File: config.mk
export PLATFORM = sky130hd
export DESIGN_NAME = deadline_timer_queue_unit
export DESIGN_NICKNAME = d
export VERILOG_FILES = /design/src/dtq_pkg.sv /design/src/dtq_ram.sv /design/src/dtq_age_unit.sv /design/src/deadline_timer_queue_unit.sv
export SDC_FILE = /design/constraint.sdc
export NUM_CORES = 1
export LEC_CHECK = 0
export ABC_AREA = 1
export BUFFER_PORTS_ARGS = -buffer_cell sky130_fd_sc_hd__buf_2
export CORE_MARGIN = 3
export CORE_UTILIZATION = 55
export DETAILED_ROUTE_END_ITERATION = 6
export PLACE_DENSITY = 0.7
export SLEW_MARGIN = 0
export SYNTH_ARGS = -nofsm -noshare
export SYNTH_HDL_FRONTEND = slang
export SYNTH_SLANG_ARGS = --single-unit
File: constraint.sdc
create_clock -name clk -period 4.65 [get_ports clk]
set_input_delay 0 -clock clk [delete_from_list [all_inputs] [get_ports clk]]
set_output_delay 0 -clock clk [all_outputs]
set_load 0.005 [all_outputs]
File: src/dtq_pkg.sv
// Shared types and constants of the deadline timer queue.
`timescale 1ns / 1ps
`default_nettype none
package dtq_pkg;

  // Default sizes for the top level's parameters.
  localparam int DEPTH_DEF     = 16;
  localparam int TIME_BITS_DEF = 32;

  // At most this many due jobs leave on one tick.
  localparam int MAX_RESULTS = 16;
  localparam int RES_W       = $clog2(MAX_RESULTS + 1);

  // Fixed field widths of the words.
  localparam int INTERVAL_W = 20;
  localparam int JOB_W      = 8;
  localparam int KIND_W     = 2;
  localparam int IN_DATA_W  = 32;

  // Command codes on the input word.
  localparam logic CMD_TICK  = 1'b0;
  localparam logic CMD_SCHED = 1'b1;

  // Result kinds on the output word.
  localparam logic [KIND_W-1:0] KIND_SCHED  = 2'd0;
  localparam logic [KIND_W-1:0] KIND_REJECT = 2'd1;
  localparam logic [KIND_W-1:0] KIND_DUE    = 2'd2;

  // Status of the age compare unit as seen by the sequencer.
  typedef struct packed {
    logic busy;
    logic found;
  } dtq_stat_t;

endpackage
`default_nettype wire

File: src/dtq_ram.sv
// Generic single-write, single-read RAM with registered read data.
`timescale 1ns / 1ps
`default_nettype none
module dtq_ram #(
  parameter int WIDTH = 40,
  parameter int DEPTH = 16
) (
  input  wire logic                     clk,
  input  wire logic                     we,
  input  wire logic [$clog2(DEPTH)-1:0] waddr,
  input  wire logic [WIDTH-1:0]         wdata,
  input  wire logic [$clog2(DEPTH)-1:0] raddr,
  output logic      [WIDTH-1:0]         rdata
);

  logic [WIDTH-1:0] mem_r [DEPTH];

  always_ff @(posedge clk) begin
    if (we) begin
      mem_r[waddr] <= wdata;
    end
    rdata <= mem_r[raddr];
  end

endmodule
`default_nettype wire

File: src/dtq_age_unit.sv
// Shared age compare unit: finds the most overdue entry over a serial scan.
`timescale 1ns / 1ps
`default_nettype none
module dtq_age_unit #(
  parameter int TIME_BITS = 32,
  parameter int IDX_W     = 4
) (
  input  wire logic                   clk,
  input  wire logic                   rst_n,
  input  wire logic                   clear,
  input  wire logic                   in_valid,
  input  wire logic                   in_skip,
  input  wire logic [IDX_W-1:0]       in_idx,
  input  wire logic [TIME_BITS-1:0]   in_deadline,
  input  wire logic [dtq_pkg::JOB_W-1:0] in_job,
  input  wire logic [TIME_BITS-1:0]   now,
  output dtq_pkg::dtq_stat_t          stat,
  output logic [IDX_W-1:0]            best_idx,
  output logic [dtq_pkg::JOB_W-1:0]   best_job
);
  import dtq_pkg::*;

  // Stage one: wrap-safe age of the entry.
  logic                 v_r;
  logic                 due_r;
  logic [TIME_BITS-1:0] age_r;
  logic [IDX_W-1:0]     idx_r;
  logic [JOB_W-1:0]     job_r;

  // Stage two: best candidate so far.
  logic                 found_r;
  logic [TIME_BITS-1:0] best_age_r;
  logic [IDX_W-1:0]     best_idx_r;
  logic [JOB_W-1:0]     best_job_r;

  logic [TIME_BITS-1:0] age_nxt;
  logic                 take;

  assign age_nxt = now - in_deadline;
  // Strictly greater keeps the earliest inserted entry among equal deadlines.
  assign take = v_r && due_r && (!found_r || (age_r > best_age_r));

  always_ff @(posedge clk) begin
    if (!rst_n || clear) begin
      v_r     <= 1'b0;
      found_r <= 1'b0;
    end else begin
      v_r <= in_valid;
      if (take) begin
        found_r <= 1'b1;
      end
    end
    due_r <= !in_skip && !age_nxt[TIME_BITS-1];
    age_r <= age_nxt;
    idx_r <= in_idx;
    job_r <= in_job;
    if (take) begin
      best_age_r <= age_r;
      best_idx_r <= idx_r;
      best_job_r <= job_r;
    end
  end

  assign stat.busy  = v_r;
  assign stat.found = found_r;
  assign best_idx   = best_idx_r;
  assign best_job   = best_job_r;

endmodule
`default_nettype wire

File: src/deadline_timer_queue_unit.sv
// Top level of the deadline timer queue: sequencer, entry store and output register.
`timescale 1ns / 1ps
`default_nettype none
// The block keeps a tick-driven millisecond counter of TIME_BITS bits and up
// to DEPTH pending one-shot jobs, each a deadline and an 8-bit job id, held in
// insertion order in one RAM. A schedule word (tuser 1) is answered with one
// result word in the cycle after it is taken: kind 0 when the job was stored
// with deadline now plus interval, kind 1 when the store was full. A tick word
// (tuser 0) advances the counter by one and then sends every job whose
// deadline has come, most overdue first, equal deadlines in insertion order,
// at most sixteen per tick, with tlast on the final one; a tick with nothing
// due sends nothing. "Has come" means the difference now minus deadline has
// its top bit clear, so the counter may wrap freely. A schedule word is done
// in the cycle in which it is taken, and so is a tick with an empty store.
// With jobs pending, a tick walks the RAM through one read port and the
// shared age compare unit; it makes one walk per due job plus a final one
// that finds nothing (skipped when the store empties or sixteen were found),
// hands out the final job, then packs the survivors down in order. The
// input is not ready while a tick is at work or while an undelivered result
// word blocks the output register, and a stalled receiver lengthens a tick.
module deadline_timer_queue_unit #(
  parameter int DEPTH     = dtq_pkg::DEPTH_DEF,
  parameter int TIME_BITS = dtq_pkg::TIME_BITS_DEF
) (
  input  wire logic                       clk,
  input  wire logic                       rst_n,
  input  wire logic                       in_tvalid,
  output logic                            in_tready,
  // in_tdata: [19:0] interval, [27:20] job_id, [31:28] zero
  input  wire logic [dtq_pkg::IN_DATA_W-1:0] in_tdata,
  // in_tuser: [0] cmd
  input  wire logic                       in_tuser,
  output logic                            out_tvalid,
  input  wire logic                       out_tready,
  // out_tdata: [7:0] due_job
  output logic [dtq_pkg::JOB_W-1:0]       out_tdata,
  // out_tuser: [1:0] kind
  output logic [dtq_pkg::KIND_W-1:0]      out_tuser,
  output logic                            out_tlast
);
  import dtq_pkg::*;

  localparam int IDX_W = $clog2(DEPTH);
  localparam int CNT_W = $clog2(DEPTH + 1);
  localparam int ENT_W = TIME_BITS + JOB_W;

  typedef enum logic [2:0] {
    ST_IDLE,
    ST_SCAN,
    ST_WAIT,
    ST_DECIDE,
    ST_FINISH,
    ST_COMPACT,
    ST_CDRAIN
  } state_t;

  state_t               state_r;
  logic [TIME_BITS-1:0] now_r;
  logic [CNT_W-1:0]     cnt_r;
  logic [CNT_W-1:0]     rem_r;
  logic [RES_W-1:0]     sel_r;
  logic [IDX_W-1:0]     rd_idx_r;
  logic [IDX_W-1:0]     tag_r;
  logic                 rd_v1_r;
  logic [IDX_W-1:0]     wi_r;
  logic [DEPTH-1:0]     removed_r;
  logic                 pend_v_r;
  logic [JOB_W-1:0]     pend_job_r;

  logic                 out_tvalid_r;
  logic [JOB_W-1:0]     out_job_r;
  logic [KIND_W-1:0]    out_kind_r;
  logic                 out_last_r;

  // Unpacked input word.
  logic [INTERVAL_W-1:0] in_interval;
  logic [JOB_W-1:0]      in_job;
  assign in_interval = in_tdata[INTERVAL_W-1:0];
  assign in_job      = in_tdata[INTERVAL_W +: JOB_W];

  logic out_free;
  logic out_load;
  logic in_acc;
  logic full;
  logic last_rd;
  logic sched_wr;
  logic cmp_wr;
  logic unit_clear;
  logic unit_valid;
  logic dec_ok;

  logic                 ram_we;
  logic [IDX_W-1:0]     ram_waddr;
  logic [ENT_W-1:0]     ram_wdata;
  logic [ENT_W-1:0]     ram_rdata;

  dtq_stat_t            ustat;
  logic [IDX_W-1:0]     best_idx;
  logic [JOB_W-1:0]     best_job;

  assign out_free  = !out_tvalid_r || out_tready;
  assign in_tready = (state_r == ST_IDLE) && out_free;
  assign in_acc    = in_tvalid && in_tready;
  assign full      = (cnt_r == CNT_W'(DEPTH));
  assign last_rd   = (CNT_W'(rd_idx_r) == (cnt_r - CNT_W'(1)));
  assign dec_ok    = !pend_v_r || out_free;

  // A new result word enters the output register on a schedule answer, on a
  // due job that turns out not to be the last, and on the final due job.
  assign out_load = (in_acc && (in_tuser == CMD_SCHED))
                    || ((state_r == ST_DECIDE) && ustat.found && dec_ok && pend_v_r)
                    || ((state_r == ST_FINISH) && out_free);

  // Schedule appends at the end; packing writes survivors down in order.
  assign sched_wr   = in_acc && (in_tuser == CMD_SCHED) && !full;
  assign cmp_wr     = rd_v1_r && ((state_r == ST_COMPACT) || (state_r == ST_CDRAIN))
                      && !removed_r[tag_r];
  assign unit_valid = rd_v1_r && ((state_r == ST_SCAN) || (state_r == ST_WAIT));
  // Keep the unit's best entry until the decision has really been taken.
  assign unit_clear = (state_r == ST_IDLE)
                      || ((state_r == ST_DECIDE) && ustat.found && dec_ok);

  always_comb begin
    ram_we    = sched_wr || cmp_wr;
    ram_waddr = cmp_wr ? wi_r : cnt_r[IDX_W-1:0];
    ram_wdata = cmp_wr ? ram_rdata
                       : {now_r + TIME_BITS'(in_interval), in_job};
  end

  dtq_ram #(
    .WIDTH (ENT_W),
    .DEPTH (DEPTH)
  ) u_ram (
    .clk   (clk),
    .we    (ram_we),
    .waddr (ram_waddr),
    .wdata (ram_wdata),
    .raddr (rd_idx_r),
    .rdata (ram_rdata)
  );

  dtq_age_unit #(
    .TIME_BITS (TIME_BITS),
    .IDX_W     (IDX_W)
  ) u_age (
    .clk         (clk),
    .rst_n       (rst_n),
    .clear       (unit_clear),
    .in_valid    (unit_valid),
    .in_skip     (removed_r[tag_r]),
    .in_idx      (tag_r),
    .in_deadline (ram_rdata[JOB_W +: TIME_BITS]),
    .in_job      (ram_rdata[JOB_W-1:0]),
    .now         (now_r),
    .stat        (ustat),
    .best_idx    (best_idx),
    .best_job    (best_job)
  );

  always_ff @(posedge clk) begin
    if (!rst_n) begin
      state_r      <= ST_IDLE;
      now_r        <= '0;
      cnt_r        <= '0;
      rem_r        <= '0;
      sel_r        <= '0;
      rd_v1_r      <= 1'b0;
      wi_r         <= '0;
      removed_r    <= '0;
      pend_v_r     <= 1'b0;
      out_tvalid_r <= 1'b0;
    end else begin
      rd_v1_r <= (state_r == ST_SCAN) || (state_r == ST_COMPACT);
      tag_r   <= rd_idx_r;
      if (out_load) begin
        out_tvalid_r <= 1'b1;
      end else if (out_tvalid_r && out_tready) begin
        out_tvalid_r <= 1'b0;
      end
      if (cmp_wr) begin
        wi_r <= wi_r + IDX_W'(1);
      end

      unique case (state_r)
        ST_IDLE: begin
          if (in_acc) begin
            if (in_tuser == CMD_SCHED) begin
              out_kind_r   <= full ? KIND_REJECT : KIND_SCHED;
              out_job_r    <= in_job;
              out_last_r   <= 1'b1;
              if (!full) begin
                cnt_r <= cnt_r + CNT_W'(1);
              end
            end else begin
              now_r <= now_r + TIME_BITS'(1);
              if (cnt_r != '0) begin
                state_r  <= ST_SCAN;
                rd_idx_r <= '0;
                sel_r    <= '0;
                rem_r    <= '0;
              end
            end
          end
        end
        ST_SCAN: begin
          rd_idx_r <= rd_idx_r + IDX_W'(1);
          if (last_rd) begin
            state_r <= ST_WAIT;
          end
        end
        ST_WAIT: begin
          if (!rd_v1_r && !ustat.busy) begin
            state_r <= ST_DECIDE;
          end
        end
        ST_DECIDE: begin
          if (ustat.found) begin
            if (dec_ok) begin
              // The previous find is not the last one, so it goes out now.
              if (pend_v_r) begin
                out_kind_r   <= KIND_DUE;
                out_job_r    <= pend_job_r;
                out_last_r   <= 1'b0;
              end
              pend_v_r            <= 1'b1;
              pend_job_r          <= best_job;
              removed_r[best_idx] <= 1'b1;
              sel_r               <= sel_r + RES_W'(1);
              rem_r               <= rem_r + CNT_W'(1);
              if ((sel_r == RES_W'(MAX_RESULTS - 1))
                  || (rem_r == (cnt_r - CNT_W'(1)))) begin
                state_r <= ST_FINISH;
              end else begin
                state_r  <= ST_SCAN;
                rd_idx_r <= '0;
              end
            end
          end else if (pend_v_r) begin
            state_r <= ST_FINISH;
          end else begin
            state_r <= ST_IDLE;
          end
        end
        ST_FINISH: begin
          if (out_free) begin
            out_kind_r   <= KIND_DUE;
            out_job_r    <= pend_job_r;
            out_last_r   <= 1'b1;
            pend_v_r     <= 1'b0;
            state_r      <= ST_COMPACT;
            rd_idx_r     <= '0;
            wi_r         <= '0;
          end
        end
        ST_COMPACT: begin
          rd_idx_r <= rd_idx_r + IDX_W'(1);
          if (last_rd) begin
            state_r <= ST_CDRAIN;
          end
        end
        ST_CDRAIN: begin
          if (!rd_v1_r) begin
            cnt_r     <= cnt_r - rem_r;
            rem_r     <= '0;
            removed_r <= '0;
            state_r   <= ST_IDLE;
          end
        end
        default: begin
          state_r <= ST_IDLE;
        end
      endcase
    end
  end

  assign out_tvalid = out_tvalid_r;
  assign out_tdata  = out_job_r;
  assign out_tuser  = out_kind_r;
  assign out_tlast  = out_last_r;

endmodule
`default_nettype wire

==> flow_results.xml, run 1 <==
<?xml version="1.0" encoding="UTF-8"?>
<metrics>
  <group name="sta">
    <metric name="rsz0062_at_grt" unit="">no</metric>
    <metric name="hold_viol" unit="">0</metric>
    <metric name="finalMaxSlewViolations" unit="">0</metric>
    <metric name="final_min_period_over_clock_period" unit="%">72.5</metric>
    <metric name="clock_skew" unit="ns">0.0282</metric>
    <metric name="actual_transition_at_the_worst_max_transition_pin" unit="ns">1.12</metric>
    <metric name="fmax" unit="MHz">297</metric>
    <metric name="slew_headroom" unit="%">25.5</metric>
    <metric name="timing.final.setup_violations" unit="">0</metric>
    <metric name="final.setup.tns" unit="ns">0</metric>
    <metric name="worst_hold_slack" unit="ns">0.172</metric>
    <metric name="finalCriticalPeriod" unit="ns">3.37</metric>
  </group>
  <group name="setup_path">
    <metric name="path_buf_inv" unit="">2</metric>
    <metric name="cp_slowest_cell" unit="">o21ai_1</metric>
    <metric name="setup.worst_path.start_class" unit="">flop</metric>
    <metric name="timing.critical_path.to_type" unit="">flop</metric>
    <metric name="timing.critical_path.arrival" unit="ns">3.64</metric>
    <metric name="critical-path-top-delay-family" unit="">simple AND/OR/NAND/NOR gates</metric>
    <metric name="crit_top_cell" unit="">nand3_1</metric>
    <metric name="path_cells" unit="">inv_2 &gt; nand2_1 &gt; nand3_1 &gt; nand3_1 &gt; nand3_2 &gt; nand3_4 &gt; buf_4 &gt; nand3_1 &gt; o21ai_1</metric>
    <metric name="crit_path_category" unit="">reg -&gt; reg</metric>
    <metric name="cp_slowest_stage_delay" unit="ns">0.65</metric>
    <metric name="critPathMaxFanout" unit="">50</metric>
    <metric name="required" unit="ns">4.92</metric>
  </group>
  <group name="placed_design">
    <metric name="numPlacedInstances" unit="">4365</metric>
    <metric name="port_buffers" unit="">45</metric>
    <metric name="replace_congestion" unit="">0.915</metric>
    <metric name="dpl.hpwl" unit="um">57300</metric>
  </group>
  <group name="global_routing">
    <metric name="grtUsageTotal" unit="%">26.0</metric>
    <metric name="grt_max_degree" unit="">166</metric>
    <metric name="first_pass_grt_wire_length" unit="um">148000</metric>
    <metric name="grt_remaining_overflow" unit="">0</metric>
    <metric name="antenna_found_initial" unit="">1</metric>
    <metric name="first_global_vias" unit="">25400</metric>
  </group>
  <group name="clock_network">
    <metric name="clk-insertion-delay-late" unit="ns">0.64</metric>
    <metric name="numClockSinks" unit="">871</metric>
    <metric name="ctsResizeCount" unit="">0</metric>
    <metric name="worst_setup_hold_path_clk_slew" unit="ns">0.06</metric>
    <metric name="clock_tree.root_cell" unit="">clkbuf_16</metric>
    <metric name="cts.path.max_buffers" unit="">3</metric>
    <metric name="cts_tree" unit="">yes</metric>
    <metric name="cts.htree.levels" unit="">3</metric>
    <metric name="cts_hold_repair_buffers" unit="">15</metric>
    <metric name="cts_post_setup_buffers_inserted" unit="">0</metric>
    <metric name="tritoncts.num_buffers" unit="">87</metric>
  </group>
  <group name="synthesis">
    <metric name="synth_area_leader" unit="">edfxtp_1</metric>
    <metric name="mappedNetlistNets" unit="">3615</metric>
    <metric name="synthesis.area_per_instance" unit="um2">11.2</metric>
    <metric name="yosys-top-cells-area" unit="">edfxtp_1, dfxtp_1, nand2_1, mux2i_1, inv_1</metric>
    <metric name="synth.distinct_cells" unit="">52</metric>
    <metric name="ys.warnings.count" unit="">0</metric>
    <metric name="netlist_instances" unit="">3481</metric>
    <metric name="synth-seq-area-share" unit="%">63.2</metric>
    <metric name="synthesis.area" unit="um2">38800</metric>
    <metric name="post-synth-top-area-fraction" unit="%">55.0</metric>
    <metric name="ys_ff_latch" unit="">871</metric>
  </group>
  <group name="cells_and_area">
    <metric name="design.final.nets" unit="">3672</metric>
    <metric name="post_route_cells_drive_above_1_share" unit="%">8.06</metric>
    <metric name="final_cell_count_no_fill" unit="">4542</metric>
    <metric name="area_growth_syn_to_layout" unit="%">11.3</metric>
    <metric name="num-fill-cells" unit="">5453</metric>
  </group>
  <group name="die">
    <metric name="dieArea" unit="um2">73800</metric>
    <metric name="fp-row-count" unit="">96</metric>
    <metric name="floorplan.die.width" unit="um">272</metric>
    <metric name="initial_core_utilization" unit="%">56.0</metric>
    <metric name="die_h" unit="um">272</metric>
    <metric name="io_pins" unit="">50</metric>
    <metric name="core-area" unit="um2">69300</metric>
  </group>
  <group name="power_and_ir_drop">
    <metric name="power_leakage" unit="nW">16.8</metric>
    <metric name="max-vdd-ir-drop" unit="mV">0.252</metric>
    <metric name="report.power.total" unit="mW">20.1</metric>
    <metric name="power_density" unit="nW/um2">465</metric>
  </group>
  <group name="drt">
    <metric name="drt_iter0_drc" unit="">2516</metric>
    <metric name="avgRoutedWirePerCell" unit="um">21.2</metric>
    <metric name="route.detailed.vias_per_inst" unit="">5.79</metric>
    <metric name="drt_pre_antenna_iters" unit="">6</metric>
    <metric name="drt.antenna.violating_nets" unit="">0</metric>
    <metric name="aggregate_routed_wire_length" unit="um">96400</metric>
    <metric name="vias" unit="">26300</metric>
    <metric name="drt_drc_violations_left" unit="">0</metric>
  </group>
  <group name="run_status">
    <metric name="run_status" unit="">finished, final reports clean</metric>
  </group>
  <group name="flow_run">
    <metric name="drv.max_cap_violation_count" unit="">0</metric>
  </group>
  <group name="hold_path">
    <metric name="hold_class" unit="">in -&gt; reg</metric>
  </group>
</metrics>
==> cells by family (layout without fill, tap and decap cells) <==
logic type	count (synthesis)	in the layout	share of synthesized area (%)
xor+xnor	55	55	1.24
fa+ha+maj	97	97	3.18
buf+inv	570	699	5.95
compound gates	779	779	11.5
flops	871	871	63.2
simple gates	942	942	10.6
other cells	0	1	0
mux	167	167	4.33
==> area by class of cell <==
cell class / count / area [um2] / area share (%)
clock buffers: 123 / 2420 / 5.61
diodes: 1 / 2.50 / 0.00579
well taps: 931 / 1160 / 2.70
repair buffers: 106 / 871 / 2.02
multi-input cells: 2040 / 12100 / 28.0
clock inverters: 38 / 453 / 1.05
inverters: 432 / 1630 / 3.77
flip-flops and latches: 871 / 24600 / 56.8
==> cell usage after synthesis, drive strengths merged <==
| master | count |
|---|---|
| nor4 | 4 |
| or2 | 3 |
| xor2 | 44 |
| a21o | 9 |
| nor2 | 183 |
| and2 | 3 |
| nand2 | 503 |
| and3 | 6 |
| nor3b | 2 |
| nor3 | 25 |
| a211oi | 1 |
| nand3 | 169 |
| o22ai | 5 |
| ha | 94 |
| mux2 | 7 |
| nand3b | 8 |
| a31oi | 4 |
| xnor2 | 11 |
| o21bai | 9 |
| buf | 68 |
| a21boi | 8 |
| nand4 | 36 |
| a21oi | 295 |
| dfxtp | 160 |
| inv | 429 |
| mux2i | 160 |
| fa | 3 |
| o211ai | 165 |
| clkbuf | 70 |
| o21ai | 276 |
| o21a | 7 |
| clkinv | 3 |
| edfxtp | 711 |
==> power breakdown <==
group | internal (mW) | switching, mW
Combinational | 1.18 | 2.58
Clock | 4.11 | 2.92
Sequential | 9.01 | 0.292
==> per-layer routing <==
metal  global-route usage (%)  wire [um]
met1                     36.1      40800
met2                     42.5      45900
met3                     3.64       7020
met4                     8.40       2710
met5                        0         13
==> sequential cells by signal (all words and copies together), names as in the netlist, 3 cells and up <==
| signal | cells |
|---|---|
| pend_job_r | 8 |
| u_ram.rdata | 40 |
| cnt_r | 5 |
| sel_r | 5 |
| tag_r | 4 |
| u_age.idx_r | 4 |
| state_r | 3 |
| rd_idx_r | 4 |
| u_age.best_age_r | 32 |
| now_r | 32 |
| u_age.job_r | 8 |
| u_age.best_idx | 4 |
| out_tdata | 8 |
| rem_r | 5 |
| removed_r | 16 |
| u_age.age_r | 32 |
| u_ram.mem_r | 640 |
| u_age.best_job | 8 |
| wi_r | 4 |
==> worst paths after layout <==
check / start / endpoint / slack (ns) / cells past startpoint
setup / recovery: tag_r[0] / u_ram.mem_r[10][25] / 1.28 / 9
hold / removal: in_tdata[1] / u_ram.mem_r[1][9] / 0.17 / 5
setup reg to reg: tag_r[0] / u_ram.mem_r[10][25] / 1.28 / 9
hold reg to reg: u_ram.rdata[6] / u_age.job_r[6] / 0.35 / 0
==> worst reg2reg max path, delay by kind of cell, from the launching register on <==
family	cells	cell delay [ns]
simple gates	6	1.01
buf+inv	2	0.76
compound gates	1	0.65
flops	1	0.58
==> placed cells by master (no fill, tap or decap), drive strengths merged, types with 91 or more instances in the layout <==
| master | instances |
|---|---|
| buf | 91 |
| edfxtp | 711 |
| o211ai | 165 |
| dfxtp | 160 |
| ha | 94 |
| mux2i | 160 |
| nor2 | 183 |
| inv | 436 |
| clkbuf | 123 |
| nand2 | 503 |
| a21oi | 295 |
| nand3 | 169 |
| o21ai | 276 |
==> through the flow <==
step	instance area, um2	setup slack, ns	util [%]
floorplan	38800	0.735	-
global placement	40200	1.44	58.0
detailed placement	40200	1.35	58.0
CTS	43200	1.31	62.3
global route	43200	1.09	62.3
finish	43200	1.28	62.3
(Power assumes the default switching activity.)
==> run 2, diff against run 1 <==
Settings changed: ABC_AREA 1 to 0, PLACE_DENSITY 0.7 to 0.73.
Clock period 4.65 ns to 2.8 ns, I/O delays scaled along.
==> run 2 against run 1 <==
Effect of this change:
- the flow now finishes with violations (negative setup slack)
- synthesized cell count is 38% lower
- via count down 18%
- synthesized area is 7.0% lower
- fmax rose by 4.1%
- design area rose by 1.7%
- sequential share of layout area decreased by 0.97 points
- critical endpoint is now u_ram.mem_r[12][24]
==> flow_results.xml, run 2 <==
<?xml version="1.0" encoding="UTF-8"?>
<metrics>
  <group name="synthesis">
    <metric name="synth-seq-area-share" unit="%">68.0</metric>
    <metric name="synth_top_cells_by_count" unit="">edfxtp_1, mux4_2, dfxtp_1, nand2_1, nor2_1</metric>
    <metric name="post-synth-top-area-fraction" unit="%">59.1</metric>
    <metric name="ys.warnings.count" unit="">0</metric>
    <metric name="synth_enable_flop_cells" unit="">711</metric>
    <metric name="synth_area_leader" unit="">edfxtp_1</metric>
    <metric name="synthesis.area" unit="um2">36100</metric>
    <metric name="synthesis.area_per_instance" unit="um2">16.6</metric>
    <metric name="synth_most_common_cell" unit="">edfxtp_1</metric>
    <metric name="ys_ff_latch" unit="">871</metric>
    <metric name="mappedNetlistNets" unit="">2309</metric>
    <metric name="synth.distinct_cells" unit="">80</metric>
    <metric name="yosys-top-cells-area" unit="">edfxtp_1, mux4_2, dfxtp_1, ha_1, xnor2_1</metric>
    <metric name="synth-main-ff-cell" unit="">edfxtp_1</metric>
    <metric name="postSynth.asyncResetShare" unit="%">0</metric>
    <metric name="netlist_instances" unit="">2175</metric>
  </group>
  <group name="cells_and_area">
    <metric name="antenna_cells" unit="">0</metric>
    <metric name="mostFrequentLayoutCells" unit="">edfxtp_1, mux4_2, buf_4</metric>
    <metric name="final_cell_count_no_fill" unit="">3441</metric>
    <metric name="largestRegisters" unit="">u_ram.mem_r: 640 flops, u_ram.rdata: 40 flops</metric>
    <metric name="post_route_cells_drive_above_1_share" unit="%">29.5</metric>
    <metric name="final_common_cell" unit="">edfxtp_1</metric>
    <metric name="registers.top_by_ff_count" unit="">u_ram.mem_r</metric>
    <metric name="largest_register_ffs" unit="">640</metric>
    <metric name="area_growth_syn_to_layout" unit="%">21.7</metric>
    <metric name="design.final.nets" unit="">2647</metric>
  </group>
  <group name="die">
    <metric name="io_pins" unit="">50</metric>
    <metric name="dieArea" unit="um2">68800</metric>
    <metric name="die_h" unit="um">262</metric>
    <metric name="core-area" unit="um2">64700</metric>
    <metric name="floorplan.die.width" unit="um">262</metric>
    <metric name="initial_core_utilization" unit="%">55.8</metric>
    <metric name="fp-row-count" unit="">93</metric>
  </group>
  <group name="sta">
    <metric name="final_min_period_over_clock_period" unit="%">116</metric>
    <metric name="fmax" unit="MHz">309</metric>
    <metric name="finalMaxSlewViolations" unit="">0</metric>
    <metric name="hold_viol" unit="">0</metric>
    <metric name="actual_transition_at_the_worst_max_transition_pin" unit="ns">0.766</metric>
    <metric name="worst_slack" unit="ns">-0.440</metric>
    <metric name="timing.final.setup_violations" unit="">1288</metric>
    <metric name="slew_headroom" unit="%">48.4</metric>
    <metric name="rsz0062_at_grt" unit="">yes</metric>
    <metric name="final.setup.tns" unit="ns">-411.47</metric>
    <metric name="clock_skew" unit="ns">0.0283</metric>
    <metric name="finalCriticalPeriod" unit="ns">3.24</metric>
  </group>
  <group name="run_status">
    <metric name="violated_checks" unit="">negative setup slack</metric>
    <metric name="run_status" unit="">finished with violations</metric>
  </group>
  <group name="global_routing">
    <metric name="first_global_vias" unit="">21700</metric>
    <metric name="grt_remaining_overflow" unit="">0</metric>
    <metric name="grt_max_degree" unit="">64</metric>
    <metric name="first_pass_grt_wire_length" unit="um">135000</metric>
    <metric name="antenna_found_initial" unit="">0</metric>
    <metric name="grtUsageTotal" unit="%">26.2</metric>
  </group>
  <group name="drt">
    <metric name="drt_pre_antenna_iters" unit="">6</metric>
    <metric name="avgRoutedWirePerCell" unit="um">27.3</metric>
    <metric name="route.detailed.vias_per_inst" unit="">6.23</metric>
    <metric name="vias" unit="">21400</metric>
    <metric name="drt_iter0_drc" unit="">2601</metric>
    <metric name="drt_drc_violations_left" unit="">0</metric>
    <metric name="drt.antenna.violating_nets" unit="">0</metric>
    <metric name="aggregate_routed_wire_length" unit="um">94100</metric>
  </group>
  <group name="setup_path">
    <metric name="required" unit="ns">3.14</metric>
    <metric name="path_buf_inv" unit="">2</metric>
    <metric name="timing.critical_path.to_type" unit="">flop</metric>
    <metric name="critPathMaxFanout" unit="">8</metric>
    <metric name="cp_slowest_stage_delay" unit="ns">0.56</metric>
    <metric name="critical-path-top-delay-family" unit="">multiplexers</metric>
    <metric name="setup.worst_path.start_class" unit="">flop</metric>
    <metric name="crit_path_category" unit="">reg -&gt; reg</metric>
    <metric name="path_cells" unit="">mux4_2 &gt; mux4_2 &gt; or3b_4 &gt; nor3_4 &gt; a31oi_4 &gt; nor2_4 &gt; buf_12 &gt; buf_12</metric>
    <metric name="timing.critical_path.arrival" unit="ns">3.58</metric>
    <metric name="cp_slowest_cell" unit="">mux4_2</metric>
  </group>
  <group name="placed_design">
    <metric name="place_worst_setup_slack" unit="ns">-0.713</metric>
    <metric name="dpl.hpwl" unit="um">54500</metric>
    <metric name="numPlacedInstances" unit="">3215</metric>
    <metric name="port_buffers" unit="">45</metric>
    <metric name="replace_congestion" unit="">0.868</metric>
  </group>
  <group name="clock_network">
    <metric name="tritoncts.num_buffers" unit="">86</metric>
    <metric name="numClockSinks" unit="">871</metric>
    <metric name="worst_setup_hold_path_clk_slew" unit="ns">0.06</metric>
    <metric name="cts_tree" unit="">yes</metric>
    <metric name="clk-insertion-delay-late" unit="ns">0.65</metric>
    <metric name="cts.htree.levels" unit="">3</metric>
    <metric name="clock_tree.root_cell" unit="">clkbuf_16</metric>
    <metric name="cts.path.max_buffers" unit="">3</metric>
  </group>
  <group name="hold_path">
    <metric name="hold_class" unit="">in -&gt; reg</metric>
  </group>
  <group name="power_and_ir_drop">
    <metric name="power_leakage" unit="nW">15.7</metric>
    <metric name="max-vdd-ir-drop" unit="mV">0.531</metric>
    <metric name="power_density" unit="nW/um2">661</metric>
  </group>
  <group name="flow_run">
    <metric name="drv.max_cap_violation_count" unit="">0</metric>
  </group>
</metrics>
## run 2: cell count changes after synthesis, moves of 45 or more
| cell | delta |
|---|---|
| mux2i_1 | -155 |
| nor2_1 | -63 |
| mux4_2 | +202 |
| nand3_1 | -134 |
| o211ai_1 | -158 |
| a21oi_1 | -211 |
| inv_1 | -328 |
| nand2_1 | -380 |
| xnor2_1 | +45 |
| o21ai_0 | -187 |
## run 2: area by class of cell
| cell class | instances | area (um2) |
|---|---|---|
| Fill cell | 4063 | 20700 |
| Multi-Input combinational cell | 1138 | 11600 |
| Tap cell | 855 | 1070 |
| Timing Repair Buffer | 323 | 3480 |
| Clock buffer | 121 | 2430 |
| Sequential cell | 871 | 24600 |
| Clock inverter | 40 | 423 |
| Inverter | 93 | 349 |
## run 2: report_power, final
part	leakage, nW	total [mW]	internal, mW	switching (mW)
Combinational	6.60	2.79	1.30	1.49
Clock	1.38	11.6	6.65	4.95
Sequential	7.76	14.7	14.4	0.267
## run 2: kinds of logic after synthesis
kind of cell               count (synthesis)  synth area share [%]
AOI/OAI and AO/OA                        296                  5.25
xor gates and xnor gates                  92                  2.23
adders and majority gates                 97                  3.42
buffers and inverters                    175                  1.92
DFF                                      871                  68.0
muxes                                    221                  13.3
and+or+nand+nor                          423                  5.87
## run 2: metrics by stage
stage	util, %	power [mW]	hold WS [ns]	area [um2]
floorplan	-	16.5	0.112	36400
global placement	61.4	17.5	0.280	39700
detailed placement	61.4	17.6	0.285	39700
CTS	66.9	29.1	0.0140	43300
global route	67.9	29.9	0.0914	43900
finish	67.9	29.1	0.0507	43900
## run 2: repair_timing
item,in CTS,in global routing
resized for setup,60,46
cloned,6,15
setup buffers,14,20
hold buffers,12,0
pin swaps,18,10
hold endpoints to repair,162,0
endpoints found under the setup margin,1286,1295
## run 2: worst paths after layout
check | depth (start not counted) | startpoint | slack (ns) | end
min | 6 | out_tready | 0.05 | state_r[2]
min reg2reg | 0 | u_ram.rdata[5] | 0.36 | u_age.job_r[5]
max | 8 | tag_r[0] | -0.44 | u_ram.mem_r[12][24]
max reg2reg | 8 | tag_r[0] | -0.44 | u_ram.mem_r[12][24]
## run 2: worst register-to-register path, cell delays in order (launching register included)
cell and delay [ns]:
edfxtp_1 0.50, mux4_2 0.56, mux4_2 0.55, or3b_4 0.47, nor3_4 0.21, a31oi_4 0.12, nor2_4 0.19, buf_12 0.16
buf_12 0.16
## run 2: metal layers
metal / vias up / share of wire (%) / global-route usage [%]
met5: - / 0 / 0
met4: 0 / 3.5 / 9.14
met3: 213 / 9.8 / 6.10
met2: 1197 / 49 / 42.0
met1: 10800 / 38 / 35.6
li1: 9198 / - / -
